### src/hdl/cmf_pkg.sv
// Shared types and constants for the cross morphology filter.
// No dependencies; imported by every module of the block.
package cmf_pkg;

  // Line store geometry
  localparam int MAX_WIDTH = 1024;
  localparam int COL_W     = $clog2(MAX_WIDTH);
  localparam int GEO_W     = 11;
  localparam int WCMP_W    = (COL_W + 1 > GEO_W) ? COL_W + 1 : GEO_W;

  // Configuration port
  localparam int CFG_IDX_W  = 3;
  localparam int CFG_DATA_W = 11;

  localparam logic [CFG_IDX_W-1:0] REG_MODE   = 3'd0;
  localparam logic [CFG_IDX_W-1:0] REG_FG     = 3'd1;
  localparam logic [CFG_IDX_W-1:0] REG_BG     = 3'd2;
  localparam logic [CFG_IDX_W-1:0] REG_WIDTH  = 3'd3;
  localparam logic [CFG_IDX_W-1:0] REG_HEIGHT = 3'd4;

  localparam logic [1:0] MODE_ERODE   = 2'd0;
  localparam logic [1:0] MODE_DILATE  = 2'd1;
  localparam logic [1:0] MODE_REPLACE = 2'd2;

  localparam logic OP_PIXEL = 1'b0;
  localparam logic OP_DRAIN = 1'b1;

  // Queue between front and back
  localparam int Q_DEPTH = 2;
  localparam int Q_PTR_W = 1;
  localparam int Q_CNT_W = 2;

  typedef struct packed {
    logic [1:0]       mode;
    logic [7:0]       fg;
    logic [7:0]       bg;
    logic [GEO_W-1:0] width;
    logic [GEO_W-1:0] height;
  } cfg_t;

  // One line store word: two rows back and one row back at a column
  typedef struct packed {
    logic [7:0] up;
    logic [7:0] mid;
  } lsw_t;

  // Window handed from front to back
  typedef struct packed {
    logic [7:0] ctr;
    logic [7:0] up;
    logic [7:0] lft;
    logic [7:0] rgt;
    logic [7:0] dwn;
    logic       up_v;
    logic       lft_v;
    logic       rgt_v;
    logic       dwn_v;
    logic       last;
  } win_t;

endpackage

### src/hdl/cmf_fifo.sv
// Two-entry window queue between front and back.
// Depends on cmf_pkg.
module cmf_fifo import cmf_pkg::*; (
  input  logic clk,
  input  logic rst_n,
  input  logic push,
  input  win_t push_data,
  input  logic pop,
  output logic full,
  output logic valid,
  output win_t pop_data
);

  win_t               slot_r [Q_DEPTH];
  logic [Q_PTR_W-1:0] wp_r, rp_r;
  logic [Q_CNT_W-1:0] cnt_r, cnt_nxt;

  assign full     = cnt_r == Q_CNT_W'(Q_DEPTH);
  assign valid    = cnt_r != '0;
  assign pop_data = slot_r[rp_r];

  always_comb begin
    cnt_nxt = cnt_r;
    if (push && !pop)      cnt_nxt = cnt_r + Q_CNT_W'(1);
    else if (!push && pop) cnt_nxt = cnt_r - Q_CNT_W'(1);
  end

  always_ff @(posedge clk) begin
    if (!rst_n) begin
      wp_r  <= '0;
      rp_r  <= '0;
      cnt_r <= '0;
    end else begin
      if (push) wp_r <= wp_r + Q_PTR_W'(1);
      if (pop)  rp_r <= rp_r + Q_PTR_W'(1);
      cnt_r <= cnt_nxt;
    end
  end

  always_ff @(posedge clk) begin
    if (push) slot_r[wp_r] <= push_data;
  end

endmodule

### config.mk
export PLATFORM = sky130hd
export DESIGN_NAME = cmf_fifo
export DESIGN_NICKNAME = d
export VERILOG_FILES = /design/src/hdl/cmf_pkg.sv /design/src/hdl/cmf_fifo.sv
export SDC_FILE = /design/constraint.sdc
export NUM_CORES = 1
export LEC_CHECK = 0
export BUFFER_PORTS_ARGS = -buffer_cell sky130_fd_sc_hd__buf_2
export CAP_MARGIN = 20
export CELL_PAD_IN_SITES_DETAIL_PLACEMENT = 1
export CELL_PAD_IN_SITES_GLOBAL_PLACEMENT = 2
export CORE_UTILIZATION = 34
export CTS_CLUSTER_SIZE = 30
export DETAILED_ROUTE_END_ITERATION = 10
export PLACE_DENSITY_LB_ADDON = 0.1
export SYNTH_ARGS = -nofsm -noshare
export SYNTH_HDL_FRONTEND = slang
export SYNTH_SLANG_ARGS = --single-unit
### constraint.sdc
create_clock -name clk -period 3.35 [get_ports clk]
set_input_delay 0.67 -clock clk [delete_from_list [all_inputs] [get_ports clk]]
set_output_delay 0.67 -clock clk [all_outputs]
set_load 0.02 [all_outputs]
==> run metrics <==
critical path required time=2680 ps; sequential power share=58.0%; fin. max-slew vios=0; Initial Util=35.3%; GRT Total Usage=around an eighth; Tmin final=between 2000 and 3000 ps; Tightest Hold Check Type=reg2reg; Comb pwr share=12.9%; Ys Warns=0; DP HPWL=about 4000 µm; status=finished, final reports clean; critical path data arrival time=1890 ps; share of cells above drive strength 1=between 50% and 60%; Internal=about 1.8 mW; part of the cycle the worst path needs=76.5%; Layout area overhead=24.2%; Routability Congestion=between 0.6 and 0.7; Ports=96; fmax=390 MHz; Antenna diodes=0; final setup fails=0; die width=103 µm; Post-synth ARST share=0%; post-synthesis sequential area ratio=around four fifths; hold buffers post-CTS=0; pre-CTS setup slack=around 1100 ps; CTS Buf Count=9; crit path kind=reg2out; Worst VDD drop=approximately 0.21 mV; Syn Std Cell Area=3480 µm²; FF+latch area=2800 µm²; drt wl/cell=15.3 µm; Avg Inst Size Synth=~21 µm²; flops & latches, synth=95; startpoint types=register; Net Switching=0.562 mW; Slowest-stage cell, CP=dfxtp_2; post-synth top area share=between 70% and 80%; initial antenna violation count=0; nets=316; die height=103 µm; final setup margin=787 ps; port bufs=95; number of H-tree levels=3; total wire length=6170 µm; DRT antenna net count=0; Syn Nets=212; Multi-input gate area=between 600 and 700 µm²; die footprint=10600 µm²; max cap viols=0; sw frac=23.3%; Final Hold Fails=0; Pleak=between 1.5 and 2 nW; 1st-iter DRT viols=44; core region area=~9900 µm²; via density per instance=between 4 and 5; Layout Skew=~6.3 ps; Worst Tran Pin Value=approximately 660 ps; top cells by area, synth=edfxtp_1, mux2_2, dfxtp_1; CP peak stage delay=760 ps; count leader, synth=edfxtp_1; clock power share=29.1%; worst-path cell chain=buf_12 > mux2_2 > buf_2; power per cell area=around 560 nW/µm²; post_cts resized=0; EDFF count, synth=90; Distinct cells, synth=17; RSZ-0062 raised after global routing=no; CTS root buf=clkbuf_8; total gr overflow=0; CP max FO=25; # DRC=0; final hold slack=502 ps; TritonCTS clock tree=yes; relative slew slack=55.8%; largest net degree at the start of global routing=32; Mapped Cells=162; fill count=between 900 and 1000; Sum Neg Setup Slack=0 ps; Worst-path clk slew=90 ps; first-pass GRT wire length=roughly 9500 µm; top post-synthesis cells by count=edfxtp_1, mux2_2, dfxtp_1, and2_1, buf_6; Worst-Skew Late Latency=approximately 350 ps; via count=1775; first-pass iteration count of the detailed router=2; CP Capture Type=output port; top_reg_cell synth=edfxtp_1; CTS Sinks=95; Post CTS Setup Buffer Count=0; CTS Buffer Depth=2; post-synth top area cell=edfxtp_1; number of global-route vias before repair=between 1500 and 2000; row cnt=36
## registers in the layout, indices dropped and copies added, names as in the netlist, named ones only
name    count
slot_r     90
cnt_r       2
rp_r        1
wp_r        1
## stage by stage
stage,utilization [%],power [mW],cell area [µm²],instances
after floorplan,-,1.62,3480,162
final,43.8,2.41,4320,404
after detailed placement,42.0,1.74,4140,388
after CTS,43.8,2.45,4320,404
after global placement,42.0,1.74,4140,388
after global routing,43.8,2.52,4320,404
## path summary, 6_finish.rpt
kind | from | cells past startpoint | to | slack [ps]
worst max-delay path | register | 3 | pop_data[5] | 790
worst min register to register | cnt_r[1] | 2 | cnt_r[1] | 500
worst max register to register | wp_r | 2 | slot_r[1][8] | 1950
worst min-delay path | cnt_r[1] | 2 | cnt_r[1] | 500
## power by group through the flow
stage	clock network, mW	logic, mW	registers [mW]
CTS	0.734	0.319	1.40
global placement	0	0.316	1.42
global route	0.775	0.337	1.41
detailed placement	0	0.318	1.43
finish	0.699	0.311	1.40
floorplan	0	0.213	1.41
## layout by cell type, fill, tap and decap left out, types with 2 or more instances in the layout
cell      synthesis  routed
clkbuf_8          0       9
buf_12            0       3
dfxtp_1           5       4
xor2_1            2       2
clkinv_1          0       3
mux2_2           45      45
buf_2             1      95
clkbuf_1          0       2
and2_1            4       3
edfxtp_1         90      90
## per-layer routing
layer / wire (µm) / vias to the layer above / part of all wire [%] / GRT usage (%)
met5: 0 / - / 0 / 0
met4: 126 / 0 / 2.0 / 7.48
met3: 476 / 11 / 7.7 / 4.37
met2: 3110 / 63 / 50 / 21.4
met1: 2450 / 865 / 40 / 13.8
li1: - / 836 / - / -
## worst max-delay path: cells and delay by family (launching register included)
family,cells,cell delay [ps]
buf+inv,2,410
flops,1,760
mux,1,360
## final cells by class
type | instances | share of cell area [%]
clock buffer | 11 | 3.04
tap | 133 | 3.85
inverter | 1 | 0.0868
timing repair buffer | 98 | 12.4
sequential | 95 | 64.9
multi-input combinational | 61 | 14.6
clock inverter | 5 | 1.13
## logic make-up (layout without fill, tap and decap cells)
kind of cell	after synthesis	count (layout)	synth area share (%)
flops	95	95	80.5
mux	45	45	14.6
simple gates	9	9	1.69
buf+inv	6	115	1.55
compound gates	3	3	0.575
xor+xnor	3	3	0.755
fa+ha+maj	1	1	0.359
No activity file was read; power rests on OpenSTA's default activity.
