==> src/hdl/cmf_pkg.sv <==
// Shared types and constants for the cross morphology filter.
// No dependencies; imported by every module of the block.
package cmf_pkg;

  // Line store geometry
  localparam int MAX_WIDTH = 1024;
  localparam int COL_W     = $clog2(MAX_WIDTH);
  localparam int GEO_W     = 11;
  localparam int WCMP_W    = (COL_W + 1 > GEO_W) ? COL_W + 1 : GEO_W;

  // Configuration port
  localparam int CFG_IDX_W  = 3;
  localparam int CFG_DATA_W = 11;

  localparam logic [CFG_IDX_W-1:0] REG_MODE   = 3'd0;
  localparam logic [CFG_IDX_W-1:0] REG_FG     = 3'd1;
  localparam logic [CFG_IDX_W-1:0] REG_BG     = 3'd2;
  localparam logic [CFG_IDX_W-1:0] REG_WIDTH  = 3'd3;
  localparam logic [CFG_IDX_W-1:0] REG_HEIGHT = 3'd4;

  localparam logic [1:0] MODE_ERODE   = 2'd0;
  localparam logic [1:0] MODE_DILATE  = 2'd1;
  localparam logic [1:0] MODE_REPLACE = 2'd2;

  localparam logic OP_PIXEL = 1'b0;
  localparam logic OP_DRAIN = 1'b1;

  // Queue between front and back
  localparam int Q_DEPTH = 2;
  localparam int Q_PTR_W = 1;
  localparam int Q_CNT_W = 2;

  typedef struct packed {
    logic [1:0]       mode;
    logic [7:0]       fg;
    logic [7:0]       bg;
    logic [GEO_W-1:0] width;
    logic [GEO_W-1:0] height;
  } cfg_t;

  // One line store word: two rows back and one row back at a column
  typedef struct packed {
    logic [7:0] up;
    logic [7:0] mid;
  } lsw_t;

  // Window handed from front to back
  typedef struct packed {
    logic [7:0] ctr;
    logic [7:0] up;
    logic [7:0] lft;
    logic [7:0] rgt;
    logic [7:0] dwn;
    logic       up_v;
    logic       lft_v;
    logic       rgt_v;
    logic       dwn_v;
    logic       last;
  } win_t;

endpackage

==> src/hdl/cmf_back.sv <==
// Back end: applies erosion, dilation, replace or pass-through to a window and holds the
// result in the output register. Depends on cmf_pkg.
module cmf_back import cmf_pkg::*; (
  input  logic       clk,
  input  logic       rst_n,
  input  cfg_t       cfg,
  input  logic       q_valid,
  input  win_t       q_data,
  output logic       q_pop,
  output logic       out_tvalid,
  input  logic       out_tready,
  output logic [7:0] out_tdata,
  output logic       out_tlast
);

  logic       ov_r;
  logic [7:0] od_r;
  logic       ol_r;
  logic       all_fg, any_fg, ctr_fg;
  logic [7:0] res;

  // missing neighbours count as foreground for all, as absent for any
  always_comb begin
    all_fg = (!q_data.up_v  || q_data.up  == cfg.fg) &&
             (!q_data.lft_v || q_data.lft == cfg.fg) &&
             (!q_data.rgt_v || q_data.rgt == cfg.fg) &&
             (!q_data.dwn_v || q_data.dwn == cfg.fg);
    any_fg = (q_data.up_v  && q_data.up  == cfg.fg) ||
             (q_data.lft_v && q_data.lft == cfg.fg) ||
             (q_data.rgt_v && q_data.rgt == cfg.fg) ||
             (q_data.dwn_v && q_data.dwn == cfg.fg);
    ctr_fg = q_data.ctr == cfg.fg;
    case (cfg.mode)
      MODE_ERODE:   res = (ctr_fg && !all_fg) ? cfg.bg : q_data.ctr;
      MODE_DILATE:  res = (!ctr_fg && any_fg) ? cfg.fg : q_data.ctr;
      MODE_REPLACE: res = ctr_fg ? cfg.bg : q_data.ctr;
      default:      res = q_data.ctr;
    endcase
  end

  assign q_pop = q_valid && (!ov_r || out_tready);

  always_ff @(posedge clk) begin
    if (!rst_n) begin
      ov_r <= 1'b0;
    end else if (q_pop) begin
      ov_r <= 1'b1;
    end else if (out_tready) begin
      ov_r <= 1'b0;
    end
  end

  always_ff @(posedge clk) begin
    if (q_pop) begin
      od_r <= res;
      ol_r <= q_data.last;
    end
  end

  assign out_tvalid = ov_r;
  assign out_tdata  = od_r;
  assign out_tlast  = ol_r;

endmodule

==> config.mk <==
export PLATFORM = sky130hd
export DESIGN_NAME = cmf_back
export DESIGN_NICKNAME = d
export VERILOG_FILES = /design/src/hdl/cmf_pkg.sv /design/src/hdl/cmf_back.sv
export SDC_FILE = /design/constraint.sdc
export NUM_CORES = 1
export LEC_CHECK = 0
export BUFFER_PORTS_ARGS = -buffer_cell sky130_fd_sc_hd__buf_2
export CAP_MARGIN = 20
export CORE_ASPECT_RATIO = 0.5
export CORE_MARGIN = 10
export CORE_UTILIZATION = 43
export DETAILED_ROUTE_END_ITERATION = 16
export GPL_ROUTABILITY_DRIVEN = 0
export PLACE_DENSITY = 0.93
export SYNTH_ARGS = -nofsm -noshare
export SYNTH_HDL_FRONTEND = slang
export SYNTH_SLANG_ARGS = --single-unit
==> constraint.sdc <==
create_clock -name clk -period 2.35 [get_ports clk]
set_clock_uncertainty 0.05 [all_clocks]
set_input_delay 0.1175 -clock clk [delete_from_list [all_inputs] [get_ports clk]]
set_output_delay 0.1175 -clock clk [all_outputs]
set_load 0.03 [all_outputs]
==> results.toml <==
[run_status]
status = "finished, final reports clean"

[floorplanning]
io_pins = 100
dieWidth_um = 105
start_util = 0.447
fp.coreArea_sq_um = 3450
die_area_sq_um = 6540
die_h_um = 62.4
rows = 15

[route]
vias = 1525
drtIter0Drc = 81
post-route-drc-count = 0
finalWirelength_mm = 4.94
wl_per_cell_um = 17.7
drtAntennaViolNets = 0
drt_first_pass_iters = 4
via_per_inst = 5.47

[yosys]
synth-seq-area-share = 0.188
yosysTopAreaCellShare = 0.176
syn_nets = 246
ys_ff_latch = 10
synth.area.top_cells = "xor2_1 (18%), edfxtp_1 (17%), mux2_2 (8.7%)"
async_reset_ff_frac = 0
synth_top_cell_by_area = "xor2_1"
synthCells = 157
synth_edf_count = 9
avgSynthCellArea_sq_um = 9.84
syn_area_sq_um = 1550
ys.flop_type = "edfxtp_1"
ys_types = 33
ys_warn_count = 0

[worst_hold_path]
holdCritStartpoint = "q_data[0]"
hp-class = "in2reg"
holdPathEnd = "out_tlast"
whs_path_depth = 1

[final_layout]
drive_gt1_frac = 0.487
nFillCells = 298
fin_area_sq_um = 1990
n_antenna_cell = 0
area_growth_pct = 28.8
nNetsFinal = 318

[sta]
hold_viol_final = 0
timing.fmax_ghz = 0.482
rsz0062_at_grt = "no"
finalSetupViolCount = 0
final.setup.tns_ns = 0
maxSlewHeadroom = 0.436
period_share = 0.883
drv_slew = 0
worst_pin_slew_ns = 0.844
period_minus_slack_ns = 2.07

[clock_tree]
cts.sinks = 10
clkLatencyLatePin_ns = 0.23
post_cts_buffers = 0
cts_buffers = 3
cts-resized-gates = 0
root_buffer = "clkbuf_8"
clk_pin_slew_ns = 0.05
ctsHoldBuffers = 0
cts_max_level = 1
cts_tree = "done"
cts.path.max_buffers = 2

[critical_path]
r2r-end = "out_tdata[1]"
path_max_fanout = 8
worst_ep_required_time_ns = 2.36
critPathCaptureType = "flop"
startpoint = "cfg[32]"
worstReg2RegStart = "out_tvalid"
reg2reg_slack_ns = 0.83
crit_arrival_ns = 2.09
cp-start-kind = "input pin"
crit_type = "in2reg"
reg2regPathDepth = 2

[flow_run]
max-cap-violations = 0

[placed_design]
dpl_cell_area_sq_um = 1940
dp_hpwl_mm = 4.11
port_buffers = 77

[grt]
grt_start_max_net_pins = 20
grt_pass1_wl_mm = 7.89
track_usage = 0.145
antenna_found_initial = 0
grt_pass1_vias = 1664
grt_overflow = 0

[power]
p_leak_nw = 0.812
power.density_nw_per_um2 = 364
total_power_w = 0.000725
max-vdd-ir-drop_v = 0.000207
## registers in the layout, indices dropped and copies added, names as in the netlist
name        flops
out_tdata       8
out_tlast       1
out_tvalid      1
## area by class of cell
| type | instances | area (sq um) | area share |
|---|---|---|---|
| Multi-Input combinational cell | 133 | 1170 | 0.588 |
| Tap cell | 51 | 63.8 | 0.0321 |
| Clock buffer | 4 | 55.1 | 0.0277 |
| Timing Repair Buffer | 80 | 408 | 0.205 |
| Inverter | 1 | 3.75 | 0.00189 |
| Sequential cell | 10 | 290 | 0.146 |
## cells in the mapped netlist, drive strengths merged, types with 2 or more instances
library cell,count
mux2i,12
xor2,32
a21boi,4
buf,9
a32oi,4
nand3,6
nor4,9
a311oi,4
nand2,18
nor2b,6
o221ai,4
edfxtp,9
xnor2,8
clkbuf,4
mux2,12
nor2,2
nor3b,4
nand4,2
## critical path, stage by stage
cell and delay, ns:
buf_2 0.17, xor2_1 0.18, nor4_1 0.37, nand3_1 0.19
a41oi_4 0.44, mux2_2 0.40, a32oi_1 0.23
## worst max-delay path by stage
stage	end	slack (ns)	cells after the start
after detailed placement	out_tdata[4]	0.01	7
final	out_tdata[4]	0.28	7
after global placement	out_tdata[4]	0.10	7
after floorplan	out_tdata[0]	0.33	7
after global routing	out_tdata[4]	0.02	7
after CTS	out_tdata[4]	0.26	7
## metrics by stage
stage	std cells	utilization	setup WS, ns	hold WS (ns)
4_1_cts	279	0.576	0.255	0.0101
3_5_place_dp	275	0.561	0.0134	0.250
5_1_grt	279	0.576	0.0188	0.00173
6_report	279	0.576	0.276	0.0121
2_1_floorplan	157	-	0.325	0.166
3_3_place_gp	275	0.561	0.100	0.244
## logic make-up (layout without fill, tap and decap cells)
group / Yosys count / count (layout) / synth area share
xor gates and xnor gates: 40 / 40 / 0.232
DFF: 10 / 10 / 0.188
AOI/OAI and AO/OA: 19 / 19 / 0.133
buffers and inverters: 14 / 85 / 0.0551
muxes: 24 / 24 / 0.165
and+or+nand+nor: 50 / 50 / 0.228
## placed cells by master, fill, tap and decap left out, drive strengths merged, types with 2 or more instances in the layout
cell,n
clkbuf,4
nor4,9
nand2,18
mux2,12
mux2i,12
a21boi,4
edfxtp,9
o221ai,4
nor3b,4
a32oi,4
xor2,32
nand3,6
nor2,2
xnor2,8
a311oi,4
nand4,2
buf,80
nor2b,6
## per-layer routing
metal	global-route usage	vias up	routed length, um
met5	0	-	0
met4	0.0833	0	267
met3	0.0319	26	295
met2	0.275	75	2570
met1	0.142	708	1810
li1	-	716	-
## power by group
group	switching, W	internal (W)	total [W]
registers	0.00000312	0.000212	0.000215
logic	0.000173	0.000123	0.000296
clock network	0.0000666	0.000147	0.000214
(Power assumes the default switching activity.)
